`src/sv/ipp_pkg.sv`:
```
// Shared types and codes for the IP address text parser.
// No dependencies; imported by ipp_front, ipp_back, the top level and ipp_checker.
`default_nettype none

package ipp_pkg;

	localparam int IPP_QDEPTH = 4;

	// address family codes on the input tuser
	localparam logic [1:0] FAM_V4 = 2'd0;
	localparam logic [1:0] FAM_V6 = 2'd1;

	typedef enum logic [1:0] {
		STAT_OK      = 2'd0,
		STAT_INVALID = 2'd1,
		STAT_UNSUP   = 2'd2
	} ipp_status_t;

	// one classified character
	typedef struct packed {
		logic       nul;
		logic       colon;
		logic       dot;
		logic       is_dec;
		logic       is_hex;
		logic [3:0] val;
		logic [1:0] fam;
	} ipp_tok_t;

endpackage

`default_nettype wire

```
`src/sv/ipp_front.sv`:
```
// Input side: accepts characters and classifies them into tokens.
// Depends on ipp_pkg.
`default_nettype none

module ipp_front
	import ipp_pkg::*;
(
	input  wire logic       s_tvalid,
	output logic            s_tready,
	input  wire logic [7:0] s_tdata,   // ch
	input  wire logic [1:0] s_tuser,   // func
	input  wire logic       full,
	output logic            push,
	output ipp_tok_t        tok
);

	localparam logic [7:0] CH_NUL   = 8'h00;
	localparam logic [7:0] CH_0     = 8'h30;
	localparam logic [7:0] CH_9     = 8'h39;
	localparam logic [7:0] CH_LA    = 8'h61;
	localparam logic [7:0] CH_LF    = 8'h66;
	localparam logic [7:0] CH_UA    = 8'h41;
	localparam logic [7:0] CH_UF    = 8'h46;
	localparam logic [7:0] CH_COLON = 8'h3a;
	localparam logic [7:0] CH_DOT   = 8'h2e;

	assign s_tready = !full;
	assign push     = s_tvalid && !full;

	always_comb begin
		tok       = '0;
		tok.fam   = s_tuser;
		tok.nul   = (s_tdata == CH_NUL);
		tok.colon = (s_tdata == CH_COLON);
		tok.dot   = (s_tdata == CH_DOT);
		if (s_tdata >= CH_0 && s_tdata <= CH_9) begin
			tok.is_dec = 1'b1;
			tok.is_hex = 1'b1;
			tok.val    = 4'(s_tdata - CH_0);
		end else if (s_tdata >= CH_LA && s_tdata <= CH_LF) begin
			tok.is_hex = 1'b1;
			tok.val    = 4'(s_tdata - CH_LA + 8'd10);
		end else if (s_tdata >= CH_UA && s_tdata <= CH_UF) begin
			tok.is_hex = 1'b1;
			tok.val    = 4'(s_tdata - CH_UA + 8'd10);
		end
	end

endmodule

`default_nettype wire

```
`src/sv/ipp_queue.sv`:
```
// Short token queue between the classifier and the parser.
// Depends on nothing; width and depth come from parameters.
`default_nettype none

module ipp_queue #(
	parameter int WIDTH = 8,
	parameter int DEPTH = 4
) (
	input  wire logic             clk,
	input  wire logic             arst_n,
	input  wire logic             push,
	input  wire logic [WIDTH-1:0] wdata,
	output logic                  full,
	input  wire logic             pop,
	output logic [WIDTH-1:0]      rdata,
	output logic                  empty
);

	localparam int PW = $clog2(DEPTH);
	localparam int CW = $clog2(DEPTH + 1);

	logic [WIDTH-1:0] mem_q [DEPTH];
	logic [PW-1:0]    wr_q;
	logic [PW-1:0]    rd_q;
	logic [CW-1:0]    cnt_q;

	assign full  = (cnt_q == CW'(DEPTH));
	assign empty = (cnt_q == '0);
	assign rdata = mem_q[rd_q];

	always_ff @(posedge clk) begin
		if (push) begin
			mem_q[wr_q] <= wdata;
		end
	end

	always_ff @(posedge clk or negedge arst_n) begin
		if (!arst_n) begin
			wr_q  <= '0;
			rd_q  <= '0;
			cnt_q <= '0;
		end else begin
			if (push) begin
				wr_q <= (wr_q == PW'(DEPTH - 1)) ? '0 : wr_q + 1'b1;
			end
			if (pop) begin
				rd_q <= (rd_q == PW'(DEPTH - 1)) ? '0 : rd_q + 1'b1;
			end
			case ({push, pop})
				2'b10:   cnt_q <= cnt_q + 1'b1;
				2'b01:   cnt_q <= cnt_q - 1'b1;
				default: cnt_q <= cnt_q;
			endcase
		end
	end

endmodule

`default_nettype wire

```
`src/sv/ipp_back.sv`:
```
// Parser sequencer: consumes tokens, builds the address, expands the gap
// and drives the result register. Depends on ipp_pkg.
`default_nettype none

module ipp_back
	import ipp_pkg::*;
(
	input  wire logic        clk,
	input  wire logic        arst_n,
	input  wire logic        tok_valid,
	input  wire ipp_tok_t    tok,
	output logic             pop,
	output logic             m_tvalid,
	input  wire logic        m_tready,
	output logic [127:0]     m_tdata,  // addr_high, addr_low
	output logic [1:0]       m_tuser   // status
);

	typedef enum logic {
		ST_RUN,
		ST_FIN
	} state_t;

	typedef enum logic [2:0] {
		M_IDLE,
		M_V4,
		M_V6,
		M_QUAD,
		M_UNSUP
	} mode_t;

	state_t      state_q, state_d;
	mode_t       mode_q, mode_d;
	logic        err_q, err_d;
	logic        lcp_q, lcp_d;
	logic [7:0]  bytes_q [16];
	logic [7:0]  bytes_d [16];
	logic [4:0]  wp_q, wp_d;
	logic [4:0]  gap_pos_q, gap_pos_d;
	logic        gap_seen_q, gap_seen_d;
	logic [15:0] hex_acc_q, hex_acc_d;
	logic        saw_hex_q, saw_hex_d;
	logic [7:0]  tok_dec_q, tok_dec_d;
	logic        tok_ok_q, tok_ok_d;
	logic [2:0]  oct_cnt_q, oct_cnt_d;
	logic [7:0]  oct_acc_q, oct_acc_d;
	logic        saw_dec_q, saw_dec_d;
	ipp_status_t fin_st_q, fin_st_d;
	logic        fin_v6_q, fin_v6_d;

	logic         m_tvalid_q;
	logic [127:0] m_tdata_q;
	ipp_status_t  m_tuser_q;

	logic         load;
	ipp_status_t  fst;
	logic [127:0] res_data;

	assign m_tvalid = m_tvalid_q;
	assign m_tdata  = m_tdata_q;
	assign m_tuser  = m_tuser_q;

	// result side: gap expansion and packing
	always_comb begin
		logic [4:0] s;
		logic [7:0] sh [16];
		logic [7:0] fb [16];
		s = 5'd16 - wp_q;
		for (int k = 0; k < 16; k++) begin
			if (5'(k) < gap_pos_q) begin
				sh[k] = bytes_q[k];
			end else if (s == 5'd0 || 6'(k) < 6'(gap_pos_q) + 6'(s)) begin
				sh[k] = 8'h00;
			end else begin
				sh[k] = bytes_q[4'(5'(k) - s)];
			end
			fb[k] = (fin_v6_q && gap_seen_q) ? sh[k] : bytes_q[k];
		end
		if (fin_v6_q) begin
			fst = (gap_seen_q || wp_q == 5'd16) ? STAT_OK : STAT_INVALID;
		end else begin
			fst = fin_st_q;
		end
		res_data = '0;
		if (fst == STAT_OK) begin
			for (int i = 0; i < 8; i++) begin
				res_data[63 - 8*i -: 8]  = fb[i];
				res_data[127 - 8*i -: 8] = fb[8 + i];
			end
		end
		load = (state_q == ST_FIN) && (!m_tvalid_q || m_tready);
	end

	// token side
	always_comb begin
		logic [11:0] n;
		logic [11:0] t;
		logic [2:0]  oc;
		mode_t       em;
		logic        skip;
		state_d    = state_q;
		mode_d     = mode_q;
		err_d      = err_q;
		lcp_d      = lcp_q;
		bytes_d    = bytes_q;
		wp_d       = wp_q;
		gap_pos_d  = gap_pos_q;
		gap_seen_d = gap_seen_q;
		hex_acc_d  = hex_acc_q;
		saw_hex_d  = saw_hex_q;
		tok_dec_d  = tok_dec_q;
		tok_ok_d   = tok_ok_q;
		oct_cnt_d  = oct_cnt_q;
		oct_acc_d  = oct_acc_q;
		saw_dec_d  = saw_dec_q;
		fin_st_d   = fin_st_q;
		fin_v6_d   = fin_v6_q;
		pop        = 1'b0;
		n          = 12'(oct_acc_q) * 12'd10 + 12'(tok.val);
		t          = 12'(tok_dec_q) * 12'd10 + 12'(tok.val);
		oc         = saw_dec_q ? oct_cnt_q : oct_cnt_q + 3'd1;
		em         = mode_q;
		skip       = 1'b0;

		if (state_q == ST_RUN && tok_valid) begin
			pop = 1'b1;
			if (tok.nul) begin
				fin_st_d = STAT_INVALID;
				fin_v6_d = 1'b0;
				state_d  = ST_FIN;
				if (mode_q == M_IDLE) begin
					fin_st_d = (tok.fam == FAM_V4 || tok.fam == FAM_V6) ?
						STAT_INVALID : STAT_UNSUP;
				end else if (mode_q == M_UNSUP) begin
					fin_st_d = STAT_UNSUP;
				end else if (!err_q) begin
					if (mode_q == M_V4) begin
						fin_st_d = (oct_cnt_q >= 3'd4) ? STAT_OK : STAT_INVALID;
					end else if (!lcp_q) begin
						if (mode_q == M_QUAD) begin
							if (oct_cnt_q >= 3'd4) begin
								wp_d     = wp_q + 5'd4;
								fin_v6_d = 1'b1;
							end
						end else if (saw_hex_q) begin
							if (wp_q <= 5'd14) begin
								bytes_d[wp_q[3:0]]       = hex_acc_q[15:8];
								bytes_d[4'(wp_q + 5'd1)] = hex_acc_q[7:0];
								wp_d     = wp_q + 5'd2;
								fin_v6_d = 1'b1;
							end
						end else begin
							fin_v6_d = 1'b1;
						end
					end
				end
			end else begin
				if (mode_q == M_IDLE) begin
					unique case (tok.fam)
						FAM_V4: begin
							em   = M_V4;
							wp_d = 5'd12;
						end
						FAM_V6: begin
							em = M_V6;
							if (tok.colon) begin
								lcp_d = 1'b1;
								skip  = 1'b1;
							end
						end
						default: em = M_UNSUP;
					endcase
				end
				mode_d = em;
				if (!skip && !err_q && em != M_UNSUP) begin
					if (em == M_V4 || em == M_QUAD) begin
						if (tok.is_dec) begin
							if (n > 12'd255 || oc > 3'd4) begin
								err_d = 1'b1;
							end else begin
								oct_acc_d = n[7:0];
								oct_cnt_d = oc;
								saw_dec_d = 1'b1;
								bytes_d[4'(wp_d + 5'(oc) - 5'd1)] = n[7:0];
							end
						end else if (tok.dot && saw_dec_q) begin
							if (oct_cnt_q == 3'd4) begin
								err_d = 1'b1;
							end else begin
								saw_dec_d = 1'b0;
								oct_acc_d = 8'h00;
							end
						end else begin
							err_d = 1'b1;
						end
					end else if (lcp_q && !tok.colon) begin
						lcp_d = 1'b0;
						err_d = 1'b1;
					end else begin
						lcp_d = 1'b0;
						if (tok.is_hex) begin
							if (hex_acc_q[15:12] != 4'd0) begin
								err_d = 1'b1;
							end else begin
								hex_acc_d = {hex_acc_q[11:0], tok.val};
								saw_hex_d = 1'b1;
								if (tok.is_dec) begin
									if (t > 12'd255) begin
										tok_ok_d = 1'b0;
									end else begin
										tok_dec_d = t[7:0];
									end
								end else begin
									tok_ok_d = 1'b0;
								end
							end
						end else if (tok.colon) begin
							tok_dec_d = 8'h00;
							tok_ok_d  = 1'b1;
							if (!saw_hex_q) begin
								if (gap_seen_q) begin
									err_d = 1'b1;
								end else begin
									gap_seen_d = 1'b1;
									gap_pos_d  = wp_d;
								end
							end else begin
								if (wp_d > 5'd14) begin
									err_d = 1'b1;
								end else begin
									bytes_d[wp_d[3:0]]       = hex_acc_q[15:8];
									bytes_d[4'(wp_d + 5'd1)] = hex_acc_q[7:0];
									wp_d = wp_d + 5'd2;
								end
								saw_hex_d = 1'b0;
								hex_acc_d = 16'h0000;
							end
						end else if (tok.dot && wp_d <= 5'd12) begin
							if (!saw_hex_q || !tok_ok_q) begin
								err_d = 1'b1;
							end else begin
								bytes_d[wp_d[3:0]] = tok_dec_q;
								oct_cnt_d = 3'd1;
								oct_acc_d = 8'h00;
								saw_dec_d = 1'b0;
								saw_hex_d = 1'b0;
								mode_d    = M_QUAD;
							end
						end else begin
							err_d = 1'b1;
						end
					end
				end
			end
		end

		if (load) begin
			state_d    = ST_RUN;
			mode_d     = M_IDLE;
			err_d      = 1'b0;
			lcp_d      = 1'b0;
			for (int k = 0; k < 16; k++) begin
				bytes_d[k] = 8'h00;
			end
			wp_d       = 5'd0;
			gap_pos_d  = 5'd0;
			gap_seen_d = 1'b0;
			hex_acc_d  = 16'h0000;
			saw_hex_d  = 1'b0;
			tok_dec_d  = 8'h00;
			tok_ok_d   = 1'b1;
			oct_cnt_d  = 3'd0;
			oct_acc_d  = 8'h00;
			saw_dec_d  = 1'b0;
		end
	end

	always_ff @(posedge clk or negedge arst_n) begin
		if (!arst_n) begin
			state_q    <= ST_RUN;
			mode_q     <= M_IDLE;
			err_q      <= 1'b0;
			lcp_q      <= 1'b0;
			for (int k = 0; k < 16; k++) begin
				bytes_q[k] <= 8'h00;
			end
			wp_q       <= 5'd0;
			gap_pos_q  <= 5'd0;
			gap_seen_q <= 1'b0;
			hex_acc_q  <= 16'h0000;
			saw_hex_q  <= 1'b0;
			tok_dec_q  <= 8'h00;
			tok_ok_q   <= 1'b1;
			oct_cnt_q  <= 3'd0;
			oct_acc_q  <= 8'h00;
			saw_dec_q  <= 1'b0;
			fin_st_q   <= STAT_INVALID;
			fin_v6_q   <= 1'b0;
			m_tvalid_q <= 1'b0;
			m_tdata_q  <= '0;
			m_tuser_q  <= STAT_OK;
		end else begin
			state_q    <= state_d;
			mode_q     <= mode_d;
			err_q      <= err_d;
			lcp_q      <= lcp_d;
			bytes_q    <= bytes_d;
			wp_q       <= wp_d;
			gap_pos_q  <= gap_pos_d;
			gap_seen_q <= gap_seen_d;
			hex_acc_q  <= hex_acc_d;
			saw_hex_q  <= saw_hex_d;
			tok_dec_q  <= tok_dec_d;
			tok_ok_q   <= tok_ok_d;
			oct_cnt_q  <= oct_cnt_d;
			oct_acc_q  <= oct_acc_d;
			saw_dec_q  <= saw_dec_d;
			fin_st_q   <= fin_st_d;
			fin_v6_q   <= fin_v6_d;
			if (load) begin
				m_tvalid_q <= 1'b1;
				m_tdata_q  <= res_data;
				m_tuser_q  <= fst;
			end else if (m_tready) begin
				m_tvalid_q <= 1'b0;
			end
		end
	end

endmodule

`default_nettype wire

```
`src/sv/ip_address_text_parser.sv`:
```
// Top level of the IP address text parser: classifier, token queue, parser.
// Depends on ipp_pkg, ipp_front, ipp_queue, ipp_back.
//
// Usage:
//   Input stream carries one character per transaction in s_tdata[7:0], with
//   the address family in s_tuser[1:0] (0 IPv4, 1 IPv6, other unsupported),
//   sampled at the first character of a string. A NUL character ends the
//   string and produces exactly one result transaction; other characters
//   produce none.
//   Output stream: m_tuser[1:0] is the status (0 valid, 1 invalid text,
//   2 unsupported family); m_tdata[63:0] is addr_high, m_tdata[127:64] is
//   addr_low. IPv4 addresses sit in addr_low[31:0].
//   Throughput: one character per cycle while the token queue has room;
//   after a NUL the parser takes no tokens until gap expansion has loaded
//   the result register. Result path from an accepted NUL: token queue,
//   parser finish state, then the result register.
//   When the receiver stalls, the result register holds; the token queue
//   (QDEPTH entries) keeps accepting characters until it fills, then
//   s_tready drops.
//   Reset clears the queue, all parse state and the result register.
`default_nettype none

module ip_address_text_parser
	import ipp_pkg::*;
#(
	parameter int QDEPTH = IPP_QDEPTH
) (
	input  wire logic         clk,
	input  wire logic         arst_n,
	input  wire logic         s_tvalid,
	output logic              s_tready,
	input  wire logic [7:0]   s_tdata,   // ch
	input  wire logic [1:0]   s_tuser,   // func
	output logic              m_tvalid,
	input  wire logic         m_tready,
	output logic [127:0]      m_tdata,   // addr_high, addr_low
	output logic [1:0]        m_tuser    // status
);

	localparam int TW = $bits(ipp_tok_t);

	ipp_tok_t        f_tok;
	ipp_tok_t        q_tok;
	logic            q_push;
	logic            q_full;
	logic            q_pop;
	logic            q_empty;
	logic [TW-1:0]   q_rdata;

	assign q_tok = ipp_tok_t'(q_rdata);

	ipp_front u_front (
		.s_tvalid (s_tvalid),
		.s_tready (s_tready),
		.s_tdata  (s_tdata),
		.s_tuser  (s_tuser),
		.full     (q_full),
		.push     (q_push),
		.tok      (f_tok)
	);

	ipp_queue #(
		.WIDTH (TW),
		.DEPTH (QDEPTH)
	) u_queue (
		.clk    (clk),
		.arst_n (arst_n),
		.push   (q_push),
		.wdata  (f_tok),
		.full   (q_full),
		.pop    (q_pop),
		.rdata  (q_rdata),
		.empty  (q_empty)
	);

	ipp_back u_back (
		.clk       (clk),
		.arst_n    (arst_n),
		.tok_valid (!q_empty),
		.tok       (q_tok),
		.pop       (q_pop),
		.m_tvalid  (m_tvalid),
		.m_tready  (m_tready),
		.m_tdata   (m_tdata),
		.m_tuser   (m_tuser)
	);

endmodule

`default_nettype wire

```
`config.mk`:
```
export PLATFORM = sky130hd
export DESIGN_NAME = ip_address_text_parser
export DESIGN_NICKNAME = d
export VERILOG_FILES = /design/src/sv/ipp_pkg.sv /design/src/sv/ipp_front.sv /design/src/sv/ipp_queue.sv /design/src/sv/ipp_back.sv /design/src/sv/ip_address_text_parser.sv
export SDC_FILE = /design/constraint.sdc
export NUM_CORES = 2
export LEC_CHECK = 0
export BUFFER_PORTS_ARGS = -buffer_cell sky130_fd_sc_hd__clkbuf_2
export CAP_MARGIN = 15
export CORE_MARGIN = 8
export CORE_UTILIZATION = 45
export DETAILED_ROUTE_END_ITERATION = 8
export GPL_ROUTABILITY_DRIVEN = 0
export GPL_TIMING_DRIVEN = 1
export REMOVE_ABC_BUFFERS = 1
export SLEW_MARGIN = 10
export SYNTH_ARGS = -nofsm -noshare
export SYNTH_HDL_FRONTEND = slang
export SYNTH_SLANG_ARGS = --single-unit
```
`constraint.sdc`:
```
create_clock -name clk -period 9.9 [get_ports clk]
set_input_delay 1.485 -clock clk [delete_from_list [all_inputs] [get_ports clk]]
set_output_delay 1.485 -clock clk [all_outputs]
set_load 0.02 [all_outputs]
```
* Word-level counts from Yosys, hierarchy flattened *
Memory sizes are Yosys's and may differ from the RTL's.
Cells that the tools add are included.

operators by class
  equal/unequal tests = 60
  bitwise gates (word level) = 22
  reduce and logical (&&, ||, !) cells = 80
  add/sub/neg operators = 37
  $mul = 2
  magnitude comparators = 71
  mux-type cells = 336

operators by type and width
  operator                                                                          count
  128-bit two-way mux                                                               23
  8-bit two-way mux                                                                 110
  128-bit bitwise mux                                                               6
  8-bit binary-select mux with 4-bit select                                         16
  5-bit two-way mux                                                                 36
  8-bit demux with 4-bit select                                                     5
  16-bit two-way mux                                                                10
  5-bit greater-or-equal comparator, second input constant                          21
  4-bit NOT with 5-bit output                                                       21
  1-bit two-way mux                                                                 94
  3-bit two-way mux                                                                 26
  4-bit by 6-bit < comparator with 1-bit output, first input constant               8
  4-bit by 5-bit < comparator with 1-bit output, first input constant               8
  9-bit AND reduction                                                               4
  8-bit AND reduction                                                               4
  4-bit subtractor, first input constant                                            8
  5-bit by 1-bit < comparator with 1-bit output, second input constant              5
  12-bit by 4-bit adder with 12-bit output                                          2
  12-bit by 8-bit greater-than comparator with 1-bit output, second input constant  2
  3-bit by 6-bit < comparator with 1-bit output, first input constant               4
  3-bit by 2-bit inequality test with 1-bit output, second input constant           8
  4-bit by 3-bit inequality test with 1-bit output, second input constant           6
  1-bit logical OR                                                                  22
  8-bit by 3-bit multiplier with 11-bit output, second input constant               2
  other kinds (64)                                                                  157

word-level totals
  word-level logic and storage cells = 647
  output and inout port bits = 132
  flip-flop bits (word level) = 324
  bits of input ports = 14
  RAM bits = 44
  memories = 1

memories
  name           depth  width  read ports  clocked after Yosys merged registers in  wr ports  RTL line         text
  u_queue.mem_q  4      11     1           0                                        1         ipp_queue.sv:22  logic [WIDTH-1:0] mem_q [DEPTH];

* Depth between registers and ports, before layout *
An unclocked memory read counts as a cell.

  word-level depth = 23
  gate-level depth with buffers = 19
  mapped depth without buffers = 14

* Cells and area by module *
Synthesis repeated with hierarchy kept, for this count alone.

unflattened totals
  cells, all modules = 3222
  area total of the unflattened synthesis = 30954.7 um^2

modules (own cells, without submodules)
  module                  area each (um^2)  sequential area each (um^2)  cells an instance  instances
  ipp_back                28633.7           7935.1                       3087               1
  ipp_queue               2011.9            1496.4                       95                 1
  ipp_front               305.3             0.0                          39                 1
  ip_address_text_parser  3.8               0.0                          1                  1

* Worst setup path after synthesis *
OpenSTA, ideal clock, no wires.

  path type = reg-to-reg
  start = register u_back.wp_q[2]
  end = register u_back.m_tdata_q[40], in the netlist u_back.m_tdata[40]
  period minus slack after synthesis = 5271 ps
  required time = 9817 ps
  setup slack = 4629 ps
  data arrival time = 5188 ps
  buffers on the path = 5
  cell stages (with the launch flop) = 17
  library setup time = 83 ps
  path through = dfrtp_1 > clkbuf_1 > inv_1 > buf_1 > buf_1 > ha_1 > nor2b_1 > xnor2_1 > clkbuf_1 > clkbuf_1 > ha_1 > a21o_1 > a2111o_1 > nand2b_1 > nor3_1 > a32oi_1 > o21ai_0

between the ends
  word-level cells in the longest chain between the ends = 10
  elaborated cells on any way between the ends = 19
  those cells by class = add/sub: 3; order compare: 1; eq/ne: 1; mux: 9; bitwise: 1; reduce/logical: 4

ends and longest elaborated chain
  item                                                   RTL line         text
  start: declaration                                     ipp_back.sv:38   logic [4:0] wp_q, wp_d;
  start signal: assignment                               ipp_back.sv:308  wp_q <= wp_d;
  5-bit subtractor                                       ipp_back.sv:68   s = 5'd16 - wp_q;
  2-bit by 4-bit subtractor with 4-bit output            ipp_back.sv:75   sh[k] = bytes_q[4'(5'(k) - s)];
  4-bit NOT with 5-bit output (not written as such)      ipp_back.sv:75
  8-bit binary-select mux with 4-bit select              ipp_back.sv:75
  8-bit two-way mux (not written as such) (2 in series)  ipp_back.sv:75
  8-bit two-way mux                                      ipp_back.sv:72   end else if (s == 5'd0 || 6'(k) < 6'(gap_pos_q) + 6'(s)) begin
  8-bit two-way mux                                      ipp_back.sv:70   if (5'(k) < gap_pos_q) begin
  8-bit two-way mux                                      ipp_back.sv:77   fb[k] = (fin_v6_q && gap_seen_q) ? sh[k] : bytes_q[k];
  128-bit two-way mux (*)                                ipp_back.sv:85   if (fst == STAT_OK) begin
  end signal: assignment                                 ipp_back.sv:322  m_tdata_q <= res_data;
  end: declaration                                       ipp_back.sv:52   logic [127:0] m_tdata_q;

Every way passes the cells marked *; elsewhere a longest branch is shown, timed or not. The select of a mux whose other input is x is not followed.
A chain may end at the register's enable or synchronous reset.

* Worst setup path in the final report *
  start = register u_queue.rd_q[0]
  end = register u_back.bytes_q[102] (netlist name)

between the ends
  word-level cells in the longest chain between the ends = 23
  elaborated cells on any way between the ends = 88
  those cells by class = add/sub: 4; order compare: 9; eq/ne: 19; mux: 37; bitwise: 3; reduce/logical: 15; memory: 1

ends and longest elaborated chain
  item                                                                                        RTL line         text
  start: declaration                                                                          ipp_queue.sv:24  logic [PW-1:0] rd_q;
  start signal: assignment                                                                    ipp_queue.sv:47  rd_q <= (rd_q == PW'(DEPTH - 1)) ? '0 : rd_q + 1'b1;
  memory read 4 x 11 bit (*)                                                                  -
  parallel branches: the longest is 22 deep, another holds 5-bit greater-or-equal comparator  -
  end signal: assignment                                                                      ipp_back.sv:307  bytes_q <= bytes_d;
  end: declaration                                                                            ipp_back.sv:36   logic [7:0] bytes_q [16];

Mark *: on every way between the ends. The select of a mux whose other input is x is not followed.

==> reports/results.tsv <==
metric	value	unit
status	complete, but fails checks	
failing checks	DRC	
Worst-Margin Slew	1.39	ns
Post-Syn Area	29900	µm²
sequential fraction of the synthesis area	31.5	%
vias in the first global route	29500	
HP Class	reg -> reg	
Iteration-0 DRC Markers	6053	
critical path class	reg -> reg	
routed len/inst	33.8	µm
I/O Pins	146	
Die ar.	75000	µm²
die extent in y	274	µm
Post-synth ARST share	88.0	%
GRT Total Usage	36.2	%
hold_ws	0.473	ns
Final HPWL DP	100000	µm
Synth Flop Type	dfrtp_1	
startpoint types	register	
Clock Latency Late Sink	0.60	ns
first-pass GRT wire length	203000	µm
clock tree sinks	368	
initial antenna violation count	7	
setup TNS	0	ns
Slowest cell on crit path	dfrtp_1	
Post-synth EDFFs	44	
antenna-violating nets left	0	
unrepaired setup endpoints after global routing	no	
Final Cycle Share	62.1	%
total CTS buffers	44	
Avg Synthesized Cell Area	9.10	µm²
Max Cap Viol	0	
WP buf/inv	1	
Worst-path clk slew	0.06	ns
Slew Limit Fails	0	
CTS tree	done	
Clock Skew	0.0305	ns
num rows	94	
Synth Area in Simple Gates	15.0	%
cts hold-fix bufs	0	
Post-Synth Adder-Cell Area	3.48	%
min Tclk post-route	6.15	ns
routed via count	30900	
Final Setup Violations	0	
area grow syn2layout	9.48	%
CP endpoint kind	register	
Residual DRC	11	
post-synth cell types	83	
worst-path fanout max	17	
drt pass-1 iters	9	
Post-Synth XOR/XNOR Area	1.37	%
Fmax	163	MHz
data required time of the critical path	10.38	ns
Gate Count Post-Synth	3288	
Yosys reg bits	368	
Post-Route WL	140000	µm
Top delay family on crit path	simple AND/OR/NAND/NOR gates	
mux share of post-synthesis cell area	21.0	%
largest net degree at the start of global routing	130	
port bufs	145	
Nets	3347	
Vias/cell	7.44	
htree depth	2	
Final Hold Fails	0	
largest family of logic cells by synthesized area	compound AO/OA/AOI/OAI gates	
CTS root buf	clkbuf_16	
cells resized by post-CTS repair	0	
Compound-Gate Fraction of Synth Area	22.7	%
relative slew slack	7.38	%
core footprint	65700	µm²
share of layout cells above drive strength 1	19.5	%
Data arrival, critical path	6.63	ns
Die Wd	274	µm
critical-path cell list	mux4_2, or3_1, nand2_1, ha_1, inv_1, ha_1, fa_1, xnor2_1, xnor2_1, nor2b_1, nor2_1, or4_1, mux2_1	
clk buf depth	3	
grt ovf	0	
Initial Utilization	45.5	%
buffer count from post-CTS setup fixing	0	
Yosys warning count	0	
Crit path largest cell delay	0.84	ns
[Yosys cell counts, types with 17 or more instances]
master,count,area share [%]
a211oi_1,17,0.43
a21oi_1,267,4.5
a221oi_1,88,2.6
a31oi_1,94,2.0
a32oi_1,91,2.7
and2_1,24,0.50
and3_1,117,2.4
buf_1,44,0.55
clkbuf_1,241,3.0
dfrtp_1,322,27
edfxtp_1,44,4.4
ha_1,72,3.0
inv_1,81,1.0
mux2_2,138,5.2
mux2i_1,116,3.9
mux4_2,154,12
nand2_1,432,5.4
nand3_1,50,0.84
nor2_1,134,1.7
nor2b_1,28,0.59
nor3_1,58,0.97
o21ai_0,222,3.7
o22ai_1,148,3.1
xnor2_1,23,0.67
xor2_1,21,0.61
[registers in the layout, summed over array words and instances, names as in the netlist, 5 cells and up]
name	cells
u_back.wp_q	5
u_back.tok_dec_q	8
u_back.bytes_q	128
u_back.gap_pos_q	5
u_back.hex_acc_q	16
u_queue.mem_q	44
u_back.oct_acc_q	8
u_back.m_tdata	128
[layout make-up]
class,instances,area [µm²]
tap,864,1080
multi-input combinational,2540,19200
timing repair buffer,218,1310
fill,6105,33000
clock inverter,22,218
clock buffer,56,1200
sequential,368,9440
inverter,82,308
antenna,1,2.50
[cells in the final DEF (no fill, tap or decap), drive strengths merged, types with 94 or more instances in the layout]
cell type,Yosys,layout
dfrtp,322,322
o21ai,226,226
clkbuf,242,201
mux2,147,147
mux4,154,154
a21oi,267,267
o22ai,148,148
and3,117,117
nand2,432,432
nor2,134,134
a31oi,94,94
mux2i,116,116
[metrics by stage]
| step | worst slack, ns | area (µm²) | cells | utilization, % |
|---|---|---|---|---|
| floorplan | -2.58 | 28800 | 2990 | - |
| finish | 3.75 | 32700 | 4151 | 49.8 |
| detailed placement | 3.86 | 31300 | 4067 | 47.6 |
| global placement | 3.97 | 31200 | 4064 | 47.5 |
| global route | 3.40 | 32700 | 4151 | 49.8 |
| CTS | 3.85 | 32700 | 4145 | 49.7 |
[kinds of logic after synthesis]
family / Yosys count
AO/OA/AOI/OAI: 1065
XOR/XNOR: 45
adder cells (fa/ha/maj): 79
buffers and inverters: 380
flip-flops: 368
multiplexers: 417
AND/OR/NAND/NOR: 934
[worst register-to-register path: cells and delay by family (launching register included)]
| family | cells | cell delay (ns) |
|---|---|---|
| and+or+nand+nor | 5 | 2.28 |
| adders and majority gates | 3 | 0.81 |
| muxes | 2 | 1.11 |
| buffers and inverters | 1 | 0.05 |
| xor gates and xnor gates | 2 | 0.94 |
| DFF | 1 | 0.84 |
[path summary, 6_finish.rpt]
| kind | start | end | slack, ns | cells after the start |
|---|---|---|---|---|
| hold reg to reg | u_back.m_tdata[36] | u_back.m_tdata[36] | 0.47 | 2 |
| setup reg to reg | u_queue.rd_q[0] | u_back.bytes_q[102] | 3.75 | 13 |
| min in group asynchronous | arst_n | u_back.m_tdata[123] | 0.98 | 1 |
| max in group asynchronous | arst_n | u_back.bytes_q[23] | 7.32 | 2 |
| hold / removal | u_back.m_tdata[36] | u_back.m_tdata[36] | 0.47 | 2 |
| setup / recovery | u_queue.rd_q[0] | u_back.bytes_q[102] | 3.75 | 13 |
[layer usage]
metal / vias up / global-route usage (%) / routed length, µm
met5: - / 0.723 / 130
met4: 10 / 29.1 / 14800
met3: 851 / 13.8 / 20700
met2: 2755 / 52.4 / 57600
met1: 14700 / 42.5 / 47100
li1: 12600 / - / -
Power is not shown: default switching activity piles up to over one toggle a cycle in this logic, so the estimate is an artifact.
